--- src/rlt_pkg.sv ---
// ----------------------------------------------------------------------------
// rlt_pkg
// Shared types and codes of the residency lifecycle tracker: event and result
// beats, phases, status codes, event modes and register indexes.
// ----------------------------------------------------------------------------
package rlt_pkg;

  typedef enum logic [2:0] {
    PhUnloaded  = 3'd0,
    PhLoadQ     = 3'd1,
    PhLoading   = 3'd2,
    PhResident  = 3'd3,
    PhUnloadQ   = 3'd4,
    PhUnloading = 3'd5,
    PhFailed    = 3'd6,
    PhInvalid   = 3'd7
  } phase_e;

  typedef enum logic [1:0] {
    StOk    = 2'd0,
    StState = 2'd1,
    StArg   = 2'd2
  } status_e;

  typedef enum logic [2:0] {
    MdQueueLoad     = 3'd0,
    MdBeginLoad     = 3'd1,
    MdCompleteLoad  = 3'd2,
    MdFailLoad      = 3'd3,
    MdQueueUnload   = 3'd4,
    MdBeginUnload   = 3'd5,
    MdCompleteUnload = 3'd6,
    MdClearFailure  = 3'd7
  } mode_e;

  localparam logic       CfgOwnKey      = 1'b0;
  localparam logic       CfgOwnKeyValid = 1'b1;
  localparam logic [3:0] FailInternal   = 4'd15;

  typedef struct packed {
    logic [2:0]  mode;
    logic [31:0] rev_key;
    logic [31:0] rev_number;
    logic        rev_valid;
    logic [63:0] request_tag;
    logic        snap_valid;
    logic [31:0] snap_bytes;
    logic [3:0]  error_code;
  } evt_t;

  typedef struct packed {
    logic [1:0]  status;
    logic [2:0]  phase_out;
    logic [31:0] target_rev_out;
    logic [31:0] resident_rev_out;
    logic [63:0] active_tag_out;
    logic [3:0]  failure_out;
    logic [31:0] resident_bytes_out;
    logic        resident_flag;
  } res_t;

  // compare results that feed the event decision
  typedef struct packed {
    logic rev_valid;
    logic key_hit;
    logic rev_hit;
    logic tag_zero;
    logic tag_hit;
    logic snap_valid;
  } chk_t;

  // state update controls, applied only when status is ok
  typedef struct packed {
    status_e status;
    phase_e  phase;
    logic    tgt_load;
    logic    tgt_clr;
    logic    res_take;
    logic    res_clr;
    logic    tag_load;
    logic    tag_clr;
    logic    fail_set;
    logic    fail_clr;
    logic    bytes_load;
    logic    bytes_clr;
  } upd_t;

endpackage

--- src/rlt_evt_if.sv ---
// ----------------------------------------------------------------------------
// rlt_evt_if
// Event channel: valid, ready and one event beat.
// ----------------------------------------------------------------------------
interface rlt_evt_if;
  logic          valid;
  logic          ready;
  rlt_pkg::evt_t payload;

  modport source (output valid, output payload, input ready);
  modport sink (input valid, input payload, output ready);
endinterface

--- src/rlt_res_if.sv ---
// ----------------------------------------------------------------------------
// rlt_res_if
// Result channel: valid, ready and one result beat.
// ----------------------------------------------------------------------------
interface rlt_res_if;
  logic          valid;
  logic          ready;
  rlt_pkg::res_t payload;

  modport source (output valid, output payload, input ready);
  modport sink (input valid, input payload, output ready);
endinterface

--- src/residency_lifecycle_tracker.sv ---
// ----------------------------------------------------------------------------
// residency_lifecycle_tracker
// Load and unload lifecycle of one keyed resource: checks each event against
// the phase and stored values and answers with a status and the new state.
//
//   channel  dir  beat                                   handshake
//   evt_i    in   mode, revision, tag, snapshot, error   valid/ready
//   res_o    out  status, phase, revisions, tag, bytes   valid/ready
//   cfg      in   own_key (0), own_key_valid (1)         cfg_we_i
//
// one event per cycle while the result register can take it; each result appears the cycle after its event
// the decision for an event is one pass of compares against the state registers
// the result register holds one beat; events stall only while it is full and
// not taken
// reset gives phase invalid and all stored values zero; a register write
// restarts the lifecycle
// ----------------------------------------------------------------------------
module residency_lifecycle_tracker #(
  parameter int KEY_BITS = 32,
  parameter int REV_BITS = 32
) (
  input  logic        clk_i,
  input  logic        rst_ni,
  input  logic        cfg_we_i,
  input  logic        cfg_idx_i,
  input  logic [31:0] cfg_data_i,
  rlt_evt_if.sink     evt_i,
  rlt_res_if.source   res_o
);

  localparam int KeyW = (KEY_BITS < 32) ? KEY_BITS : 32;
  localparam int RevW = (REV_BITS < 32) ? REV_BITS : 32;

  logic [KeyW-1:0] own_key_q, own_key_d;
  logic            key_valid_q, key_valid_d;
  rlt_pkg::phase_e phase_q, phase_d;
  logic [RevW-1:0] tgt_q, tgt_d;
  logic [RevW-1:0] rrev_q, rrev_d;
  logic [63:0]     tag_q, tag_d;
  logic [3:0]      fail_q, fail_d;
  logic [31:0]     bytes_q, bytes_d;
  logic            out_valid_q, out_valid_d;
  rlt_pkg::res_t   out_q, out_d;

  rlt_pkg::chk_t   chk;
  rlt_pkg::upd_t   upd;
  logic            evt_acc;
  logic            ok;

  assign evt_i.ready = !out_valid_q || res_o.ready;
  assign evt_acc     = evt_i.valid && evt_i.ready;

  assign chk.rev_valid  = evt_i.payload.rev_valid;
  assign chk.key_hit    = evt_i.payload.rev_key[KeyW-1:0] == own_key_q;
  assign chk.rev_hit    = evt_i.payload.rev_number[RevW-1:0] == tgt_q;
  assign chk.tag_zero   = evt_i.payload.request_tag == 64'd0;
  assign chk.tag_hit    = !chk.tag_zero && (evt_i.payload.request_tag == tag_q);
  assign chk.snap_valid = evt_i.payload.snap_valid;

  rlt_decide u_decide (
    .mode_i      (evt_i.payload.mode),
    .phase_i     (phase_q),
    .key_valid_i (key_valid_q),
    .chk_i       (chk),
    .upd_o       (upd)
  );

  assign ok = upd.status == rlt_pkg::StOk;

  always_comb begin
    own_key_d   = own_key_q;
    key_valid_d = key_valid_q;
    phase_d     = phase_q;
    tgt_d       = tgt_q;
    rrev_d      = rrev_q;
    tag_d       = tag_q;
    fail_d      = fail_q;
    bytes_d     = bytes_q;
    if (cfg_we_i) begin
      if (cfg_idx_i == rlt_pkg::CfgOwnKey) begin
        own_key_d = cfg_data_i[KeyW-1:0];
      end else begin
        key_valid_d = cfg_data_i[0];
      end
      phase_d = key_valid_d ? rlt_pkg::PhUnloaded : rlt_pkg::PhInvalid;
      tgt_d   = '0;
      rrev_d  = '0;
      tag_d   = '0;
      fail_d  = '0;
      bytes_d = '0;
    end else if (evt_acc && ok) begin
      phase_d = upd.phase;
      if (upd.tgt_load) tgt_d = evt_i.payload.rev_number[RevW-1:0];
      if (upd.tgt_clr) tgt_d = '0;
      if (upd.res_take) rrev_d = tgt_q;
      if (upd.res_clr) rrev_d = '0;
      if (upd.tag_load) tag_d = evt_i.payload.request_tag;
      if (upd.tag_clr) tag_d = '0;
      if (upd.fail_set) begin
        fail_d = (evt_i.payload.error_code != 4'd0) ? evt_i.payload.error_code
                                                   : rlt_pkg::FailInternal;
      end
      if (upd.fail_clr) fail_d = '0;
      if (upd.bytes_load) bytes_d = evt_i.payload.snap_bytes;
      if (upd.bytes_clr) bytes_d = '0;
    end
  end

  always_comb begin
    out_valid_d = out_valid_q;
    if (res_o.ready) out_valid_d = 1'b0;
    if (evt_acc) out_valid_d = 1'b1;
    out_d                    = out_q;
    if (evt_acc) begin
      out_d.status             = upd.status;
      out_d.phase_out          = phase_d;
      out_d.target_rev_out     = 32'(tgt_d);
      out_d.resident_rev_out   = 32'(rrev_d);
      out_d.active_tag_out     = tag_d;
      out_d.failure_out        = fail_d;
      out_d.resident_bytes_out = bytes_d;
      out_d.resident_flag      = phase_d == rlt_pkg::PhResident ||
                                 phase_d == rlt_pkg::PhUnloadQ ||
                                 phase_d == rlt_pkg::PhUnloading;
    end
  end

  always_ff @(posedge clk_i or negedge rst_ni) begin
    if (!rst_ni) begin
      own_key_q   <= '0;
      key_valid_q <= 1'b0;
      phase_q     <= rlt_pkg::PhInvalid;
      tgt_q       <= '0;
      rrev_q      <= '0;
      tag_q       <= '0;
      fail_q      <= '0;
      bytes_q     <= '0;
      out_valid_q <= 1'b0;
    end else begin
      own_key_q   <= own_key_d;
      key_valid_q <= key_valid_d;
      phase_q     <= phase_d;
      tgt_q       <= tgt_d;
      rrev_q      <= rrev_d;
      tag_q       <= tag_d;
      fail_q      <= fail_d;
      bytes_q     <= bytes_d;
      out_valid_q <= out_valid_d;
    end
  end

  always_ff @(posedge clk_i) begin
    out_q <= out_d;
  end

  assign res_o.valid   = out_valid_q;
  assign res_o.payload = out_q;

  a_evt_gives_res : assert property (@(posedge clk_i) disable iff (!rst_ni)
    evt_acc |=> out_valid_q)
    else $error("accepted event without result beat");

  a_phase_key : assert property (@(posedge clk_i) disable iff (!rst_ni)
    phase_q != rlt_pkg::PhInvalid |-> key_valid_q)
    else $error("live phase with invalid key");

  a_reject_holds : assert property (@(posedge clk_i) disable iff (!rst_ni)
    evt_acc && !ok && !cfg_we_i |=> $stable(phase_q) && $stable(tag_q) && $stable(tgt_q))
    else $error("rejected event changed state");

  a_tag_phase : assert property (@(posedge clk_i) disable iff (!rst_ni)
    tag_q != 64'd0 |-> phase_q == rlt_pkg::PhLoadQ || phase_q == rlt_pkg::PhLoading)
    else $error("active tag outside a pending load");

endmodule

--- src/rlt_decide.sv ---
// ----------------------------------------------------------------------------
// rlt_decide
// Event decision: checks one event against the phase and the compare results
// and gives the status, the next phase and the state update controls.
// ----------------------------------------------------------------------------
module rlt_decide (
  input  logic [2:0]      mode_i,
  input  rlt_pkg::phase_e phase_i,
  input  logic            key_valid_i,
  input  rlt_pkg::chk_t   chk_i,
  output rlt_pkg::upd_t   upd_o
);

  always_comb begin
    upd_o = '0;
    upd_o.status = rlt_pkg::StOk;
    upd_o.phase  = phase_i;
    if (!key_valid_i || phase_i == rlt_pkg::PhInvalid) begin
      upd_o.status = rlt_pkg::StState;
    end else begin
      unique case (rlt_pkg::mode_e'(mode_i))
        rlt_pkg::MdQueueLoad: begin
          priority if (phase_i != rlt_pkg::PhUnloaded) begin
            upd_o.status = rlt_pkg::StState;
          end else if (!chk_i.rev_valid || !chk_i.key_hit || chk_i.tag_zero) begin
            upd_o.status = rlt_pkg::StArg;
          end else begin
            upd_o.phase     = rlt_pkg::PhLoadQ;
            upd_o.tgt_load  = 1'b1;
            upd_o.res_clr   = 1'b1;
            upd_o.tag_load  = 1'b1;
            upd_o.fail_clr  = 1'b1;
            upd_o.bytes_clr = 1'b1;
          end
        end
        rlt_pkg::MdBeginLoad: begin
          priority if (phase_i != rlt_pkg::PhLoadQ) begin
            upd_o.status = rlt_pkg::StState;
          end else if (!chk_i.tag_hit) begin
            upd_o.status = rlt_pkg::StArg;
          end else begin
            upd_o.phase = rlt_pkg::PhLoading;
          end
        end
        rlt_pkg::MdCompleteLoad: begin
          priority if (phase_i != rlt_pkg::PhLoading) begin
            upd_o.status = rlt_pkg::StState;
          end else if (!chk_i.tag_hit || !chk_i.snap_valid ||
                       !chk_i.key_hit || !chk_i.rev_hit) begin
            upd_o.status = rlt_pkg::StArg;
          end else begin
            upd_o.phase      = rlt_pkg::PhResident;
            upd_o.res_take   = 1'b1;
            upd_o.bytes_load = 1'b1;
            upd_o.tgt_clr    = 1'b1;
            upd_o.tag_clr    = 1'b1;
            upd_o.fail_clr   = 1'b1;
          end
        end
        rlt_pkg::MdFailLoad: begin
          priority if (phase_i != rlt_pkg::PhLoadQ && phase_i != rlt_pkg::PhLoading) begin
            upd_o.status = rlt_pkg::StState;
          end else if (!chk_i.tag_hit) begin
            upd_o.status = rlt_pkg::StArg;
          end else begin
            upd_o.phase     = rlt_pkg::PhFailed;
            upd_o.res_clr   = 1'b1;
            upd_o.tag_clr   = 1'b1;
            upd_o.bytes_clr = 1'b1;
            upd_o.fail_set  = 1'b1;
          end
        end
        rlt_pkg::MdQueueUnload: begin
          if (phase_i != rlt_pkg::PhResident) begin
            upd_o.status = rlt_pkg::StState;
          end else begin
            upd_o.phase = rlt_pkg::PhUnloadQ;
          end
        end
        rlt_pkg::MdBeginUnload: begin
          if (phase_i != rlt_pkg::PhUnloadQ) begin
            upd_o.status = rlt_pkg::StState;
          end else begin
            upd_o.phase = rlt_pkg::PhUnloading;
          end
        end
        rlt_pkg::MdCompleteUnload, rlt_pkg::MdClearFailure: begin
          if ((mode_i == rlt_pkg::MdCompleteUnload && phase_i != rlt_pkg::PhUnloading) ||
              (mode_i == rlt_pkg::MdClearFailure && phase_i != rlt_pkg::PhFailed)) begin
            upd_o.status = rlt_pkg::StState;
          end else begin
            upd_o.phase     = rlt_pkg::PhUnloaded;
            upd_o.tgt_clr   = 1'b1;
            upd_o.res_clr   = 1'b1;
            upd_o.tag_clr   = 1'b1;
            upd_o.fail_clr  = 1'b1;
            upd_o.bytes_clr = 1'b1;
          end
        end
        default: begin
          upd_o.status = rlt_pkg::StState;
        end
      endcase
    end
  end

endmodule

--- src/flat_wrapper.sv ---
// flat-port wrapper written by rule: the top's interface ports become plain ports
module residency_lifecycle_tracker_flat 
#(
  parameter int KEY_BITS = 32,
  parameter int REV_BITS = 32
)
  (clk_i, rst_ni, cfg_we_i, cfg_idx_i, cfg_data_i, evt_i_valid, evt_i_payload, evt_i_ready, res_o_valid, res_o_payload, res_o_ready);
  rlt_evt_if evt_i_i ();
  rlt_res_if res_o_i ();
  input  logic clk_i;
  input  logic rst_ni;
  input  logic cfg_we_i;
  input  logic cfg_idx_i;
  input  logic [31:0] cfg_data_i;
  input wire logic [$bits(evt_i_i.valid)-1:0] evt_i_valid;
  input wire logic [$bits(evt_i_i.payload)-1:0] evt_i_payload;
  output wire logic [$bits(evt_i_i.ready)-1:0] evt_i_ready;
  output wire logic [$bits(res_o_i.valid)-1:0] res_o_valid;
  output wire logic [$bits(res_o_i.payload)-1:0] res_o_payload;
  input wire logic [$bits(res_o_i.ready)-1:0] res_o_ready;
  assign evt_i_i.valid = evt_i_valid;
  assign evt_i_i.payload = evt_i_payload;
  assign evt_i_ready = evt_i_i.ready;
  assign res_o_valid = res_o_i.valid;
  assign res_o_payload = res_o_i.payload;
  assign res_o_i.ready = res_o_ready;
  residency_lifecycle_tracker #(.KEY_BITS(KEY_BITS), .REV_BITS(REV_BITS)) u_core (.clk_i(clk_i), .rst_ni(rst_ni), .cfg_we_i(cfg_we_i), .cfg_idx_i(cfg_idx_i), .cfg_data_i(cfg_data_i), .evt_i(evt_i_i), .res_o(res_o_i));
endmodule
--- config.mk ---
export PLATFORM = sky130hd
export DESIGN_NAME = residency_lifecycle_tracker_flat
export DESIGN_NICKNAME = d
export VERILOG_FILES = /design/src/rlt_pkg.sv /design/src/rlt_evt_if.sv /design/src/rlt_res_if.sv /design/src/residency_lifecycle_tracker.sv /design/src/rlt_decide.sv /design/src/flat_wrapper.sv
export SDC_FILE = /design/constraint.sdc
export NUM_CORES = 1
export LEC_CHECK = 0
export ABC_CLOCK_PERIOD_IN_PS = 7500
export BUFFER_PORTS_ARGS = -buffer_cell sky130_fd_sc_hd__buf_4
export CORE_MARGIN = 2
export CORE_UTILIZATION = 50
export CTS_BUF_LIST = sky130_fd_sc_hd__clkbuf_4 sky130_fd_sc_hd__clkbuf_8 sky130_fd_sc_hd__clkbuf_16
export CTS_CLUSTER_SIZE = 25
export DETAILED_ROUTE_END_ITERATION = 16
export PLACE_DENSITY = 0.75
export SETUP_SLACK_MARGIN = 0.1
export SLEW_MARGIN = 20
export SYNTH_ARGS = -nofsm -noshare
export SYNTH_HDL_FRONTEND = slang
export SYNTH_SLANG_ARGS = --single-unit
--- constraint.sdc ---
create_clock -name clk_i -period 7.5 [get_ports clk_i]
set_clock_uncertainty 0.1 [all_clocks]
set_input_delay 0.375 -clock clk_i [delete_from_list [all_inputs] [get_ports clk_i]]
set_output_delay 0.375 -clock clk_i [all_outputs]
set_load 0.1 [all_outputs]
==> reports/qor.txt <==
DR WL/cell = 22.0 µm
die footprint = 32600 µm²
die height = 181 µm
I/O pin total = 379
Cells after Synth = 1236
DP Cell Count = 1966
status = complete, no violations
all-layer global routing usage = 0.276
total CTS buffers = 40
area share of the leading cell type in the synthesized netlist = 0.327
via-per-instance ratio = 5.64
fraction of the cycle the final worst path needs = 0.607
Synth Warn # = 0
crit-path max FO = 53
share of layout cells above drive strength 1 = 0.309
Area Growth Syn to Fin = 31.2%
Routed WL = 45700 µm
internal power = 3.74 mW
Setup TNS Final = 0 ns
Comb pwr share = 0.141
clock sink count = 371
drc violations = 0
number of fill cells = 2261
Root Buffer = clkbuf_16
total grt overflow = 0
Die X = 181 µm
Critical Path RT = 7.63 ns
Finished Layout Cells = 2076
count of different cell masters after synthesis = 60
critical path launch point type = flop
routability cong. = 0.894
Area contributors post-synth = edfxtp_1, dfrtp_1, nor2_1, mux2i_1, xor2_1
initial antenna violation count = 2
commonest non-fill, non-tap cell in the layout = buf_4
post-synth net total = 1443
FF+latch area = 10100 µm²
Worst EP arrival = 4.69 ns
maxcap violations = 0
area leader, netlist = edfxtp_1
NetSw = 1.35 mW
Synth Register Bits = 371
TritonRoute pass-1 iters = 5
post-route ant nets = 0
Port Buffers = 378
htree depth = 2
dpl hpwl = 31100 µm
first-pass GRT wire length = 70200 µm
worst vdd ir = 0.211 mV
switching part of the total = 0.266
Clk Latency, worst-skew pair = 0.53 ns
Post-synth EDFFs = 170
CP endpoint kind = flop
Async S/R FF share, synth = 0.542
Hold Vio Cnt, Final = 0
worst slew pin tran = 1.13 ns
synthesized area = 15600 µm²
top_reg_cell synth = dfrtp_1
sequential group share of total power = 0.443
Seq/Total Area, Yosys = 0.650
commonest non-fill, non-tap cells in the layout = buf_4, nor2_1, dfrtp_1
Leakage = 9.31 nW
PostCTS Resize Cnt = 0
max_slew headroom = 0.248
Initial Util = 0.508
kind of critical path = flop to flop
mean post-synth cell area = 12.6 µm²
CTS clk-pin slew, worst paths = 0.06 ns
Achievable Freq = 220 MHz
pin count of the biggest net entering global routing = 87
HP Class = input port to flop
vias in the first global route = 12000
via count = 11700
FP Rows = 64
Period minus WS final = 4.55 ns
RSZ-0062 raised after global routing = no
Multi-input gate area = 5060 µm²
PD cells = 249 nW/µm²
Slew Viols, Final = 0
Max Buffers Root-to-Sink = 3
CTS tree = yes
core area = 30700 µm²
R2R setup slack = 2.95 ns
Final setup viols = 0
DR iter-0 viols = 1152
Clk pwr share = 0.416
fin nets = 1853
[cells by family (layout without fill, tap and decap cells)]
group                  count (synthesis)  in the layout  share of synthesized area
AND/OR/NAND/NOR                      437            437                      0.137
flip-flops                           371            371                      0.650
buffers and inverters                 65            507                     0.0270
XOR/XNOR                             129            129                     0.0725
AO/OA/AOI/OAI                        136            136                     0.0478
multiplexers                          98             98                     0.0655
other                                  0              2                          0
[cells in the mapped netlist (2+ instances only)]
master          instances
nor2_1                207
dlymetal6s2s_1          6
nor2b_1                 3
edfxtp_1              170
nand3b_1                2
nor4_1                 51
mux2_2                 32
xor2_1                 71
nor3_1                 72
nand2_1                23
a211oi_1                7
buf_12                  7
or4b_1                  2
dfrtp_1               198
o31ai_1                 2
or2_2                   4
o21ai_0                78
a21oi_1                36
and2_1                  4
nand3_1                10
nand4b_1                6
o211ai_1                2
xnor2_1                58
nand4_1                25
or3_1                   3
nand2b_1                3
dfstp_2                 3
and4b_1                 2
mux2i_1                66
clkbuf_1               44
and3_1                  2
inv_1                   6
or4_1                   4
[final timing paths]
| path | start | end | depth (start not counted) |
|---|---|---|---|
| min in group asynchronous | rst_ni | u_core.bytes_q[1] | 2 |
| max | u_core.own_key_q[5] | u_core.res_o.payload[131] | 11 |
| max in group asynchronous | rst_ni | u_core.tag_q[62] | 3 |
| min | evt_i_payload[9] | u_core.bytes_q[5] | 3 |
| min reg2reg | u_core.own_key_q[16] | u_core.own_key_q[16] | 1 |
| max reg2reg | u_core.own_key_q[5] | u_core.res_o.payload[131] | 11 |
[repair_timing]
item                                   CTS  global route
hold buffers                            34             0
endpoints found under the hold margin  117             0
buffers inserted                         0             0
[final cells by class]
class / count / share of cell area
multi-input cells: 800 / 0.247
flip-flops and latches: 371 / 0.496
clock inverters: 21 / 0.0143
inverters: 7 / 0.00147
clock buffers: 53 / 0.0558
repair buffers: 426 / 0.161
diodes: 2 / 0.000245
well taps: 396 / 0.0242
[through the flow]
stage | hold slack [ns] | setup WS, ns | total power [mW] | utilization | area (µm²)
after floorplan | -0.0206 | 1.39 | 2.73 | - | 15600
after global placement | 0.393 | 3.08 | 2.98 | 0.609 | 18700
after detailed placement | 0.390 | 2.96 | 2.99 | 0.609 | 18700
after CTS | 0.0215 | 3.03 | 5.11 | 0.667 | 20400
after global routing | 0.0398 | 2.69 | 5.24 | 0.667 | 20500
final | 0.0406 | 2.95 | 5.09 | 0.667 | 20500
[layer usage]
| metal | track usage | wire, µm | vias to the layer above |
|---|---|---|---|
| met2 | 0.450 | 22100 | 597 |
| li1 | - | - | 5274 |
| met3 | 0.0663 | 3930 | 103 |
| met1 | 0.364 | 18100 | 5740 |
| met4 | 0.0971 | 1600 | 0 |
| met5 | 0 | 0 | - |
[critical path, stage by stage (launching register included)]
cell and delay (ns):
dfrtp_1 0.42, xnor2_1 0.21, nand4_1 0.15, nor4_1 0.91, nand2_1 0.22, o211a_1 0.33, nor3_2 0.21, buf_4 0.44
o21ai_0 0.21, nand2_2 0.25, buf_4 0.55, nor2_1 0.16
[power groups by stage]
| stage | Sequential (mW) | Combinational [mW] | Clock (mW) |
|---|---|---|---|
| global placement | 2.29 | 0.693 | 0 |
| CTS | 2.25 | 0.716 | 2.14 |
| floorplan | 2.57 | 0.165 | 0 |
| finish | 2.25 | 0.717 | 2.12 |
| detailed placement | 2.29 | 0.699 | 0 |
| global route | 2.26 | 0.749 | 2.23 |
[state kept, by name, summed over array words and instances, names as in the netlist]
| name | cells |
|---|---|
| u_core.res_o.valid | 1 |
| u_core.key_valid_q | 1 |
| u_core.phase_q | 3 |
| u_core.tag_q | 64 |
| u_core.own_key_q | 32 |
| u_core.tgt_q | 32 |
| u_core.fail_q | 4 |
| u_core.rrev_q | 32 |
| u_core.bytes_q | 32 |
| u_core.res_o.payload | 170 |
Power figures use the tool's default switching activity.
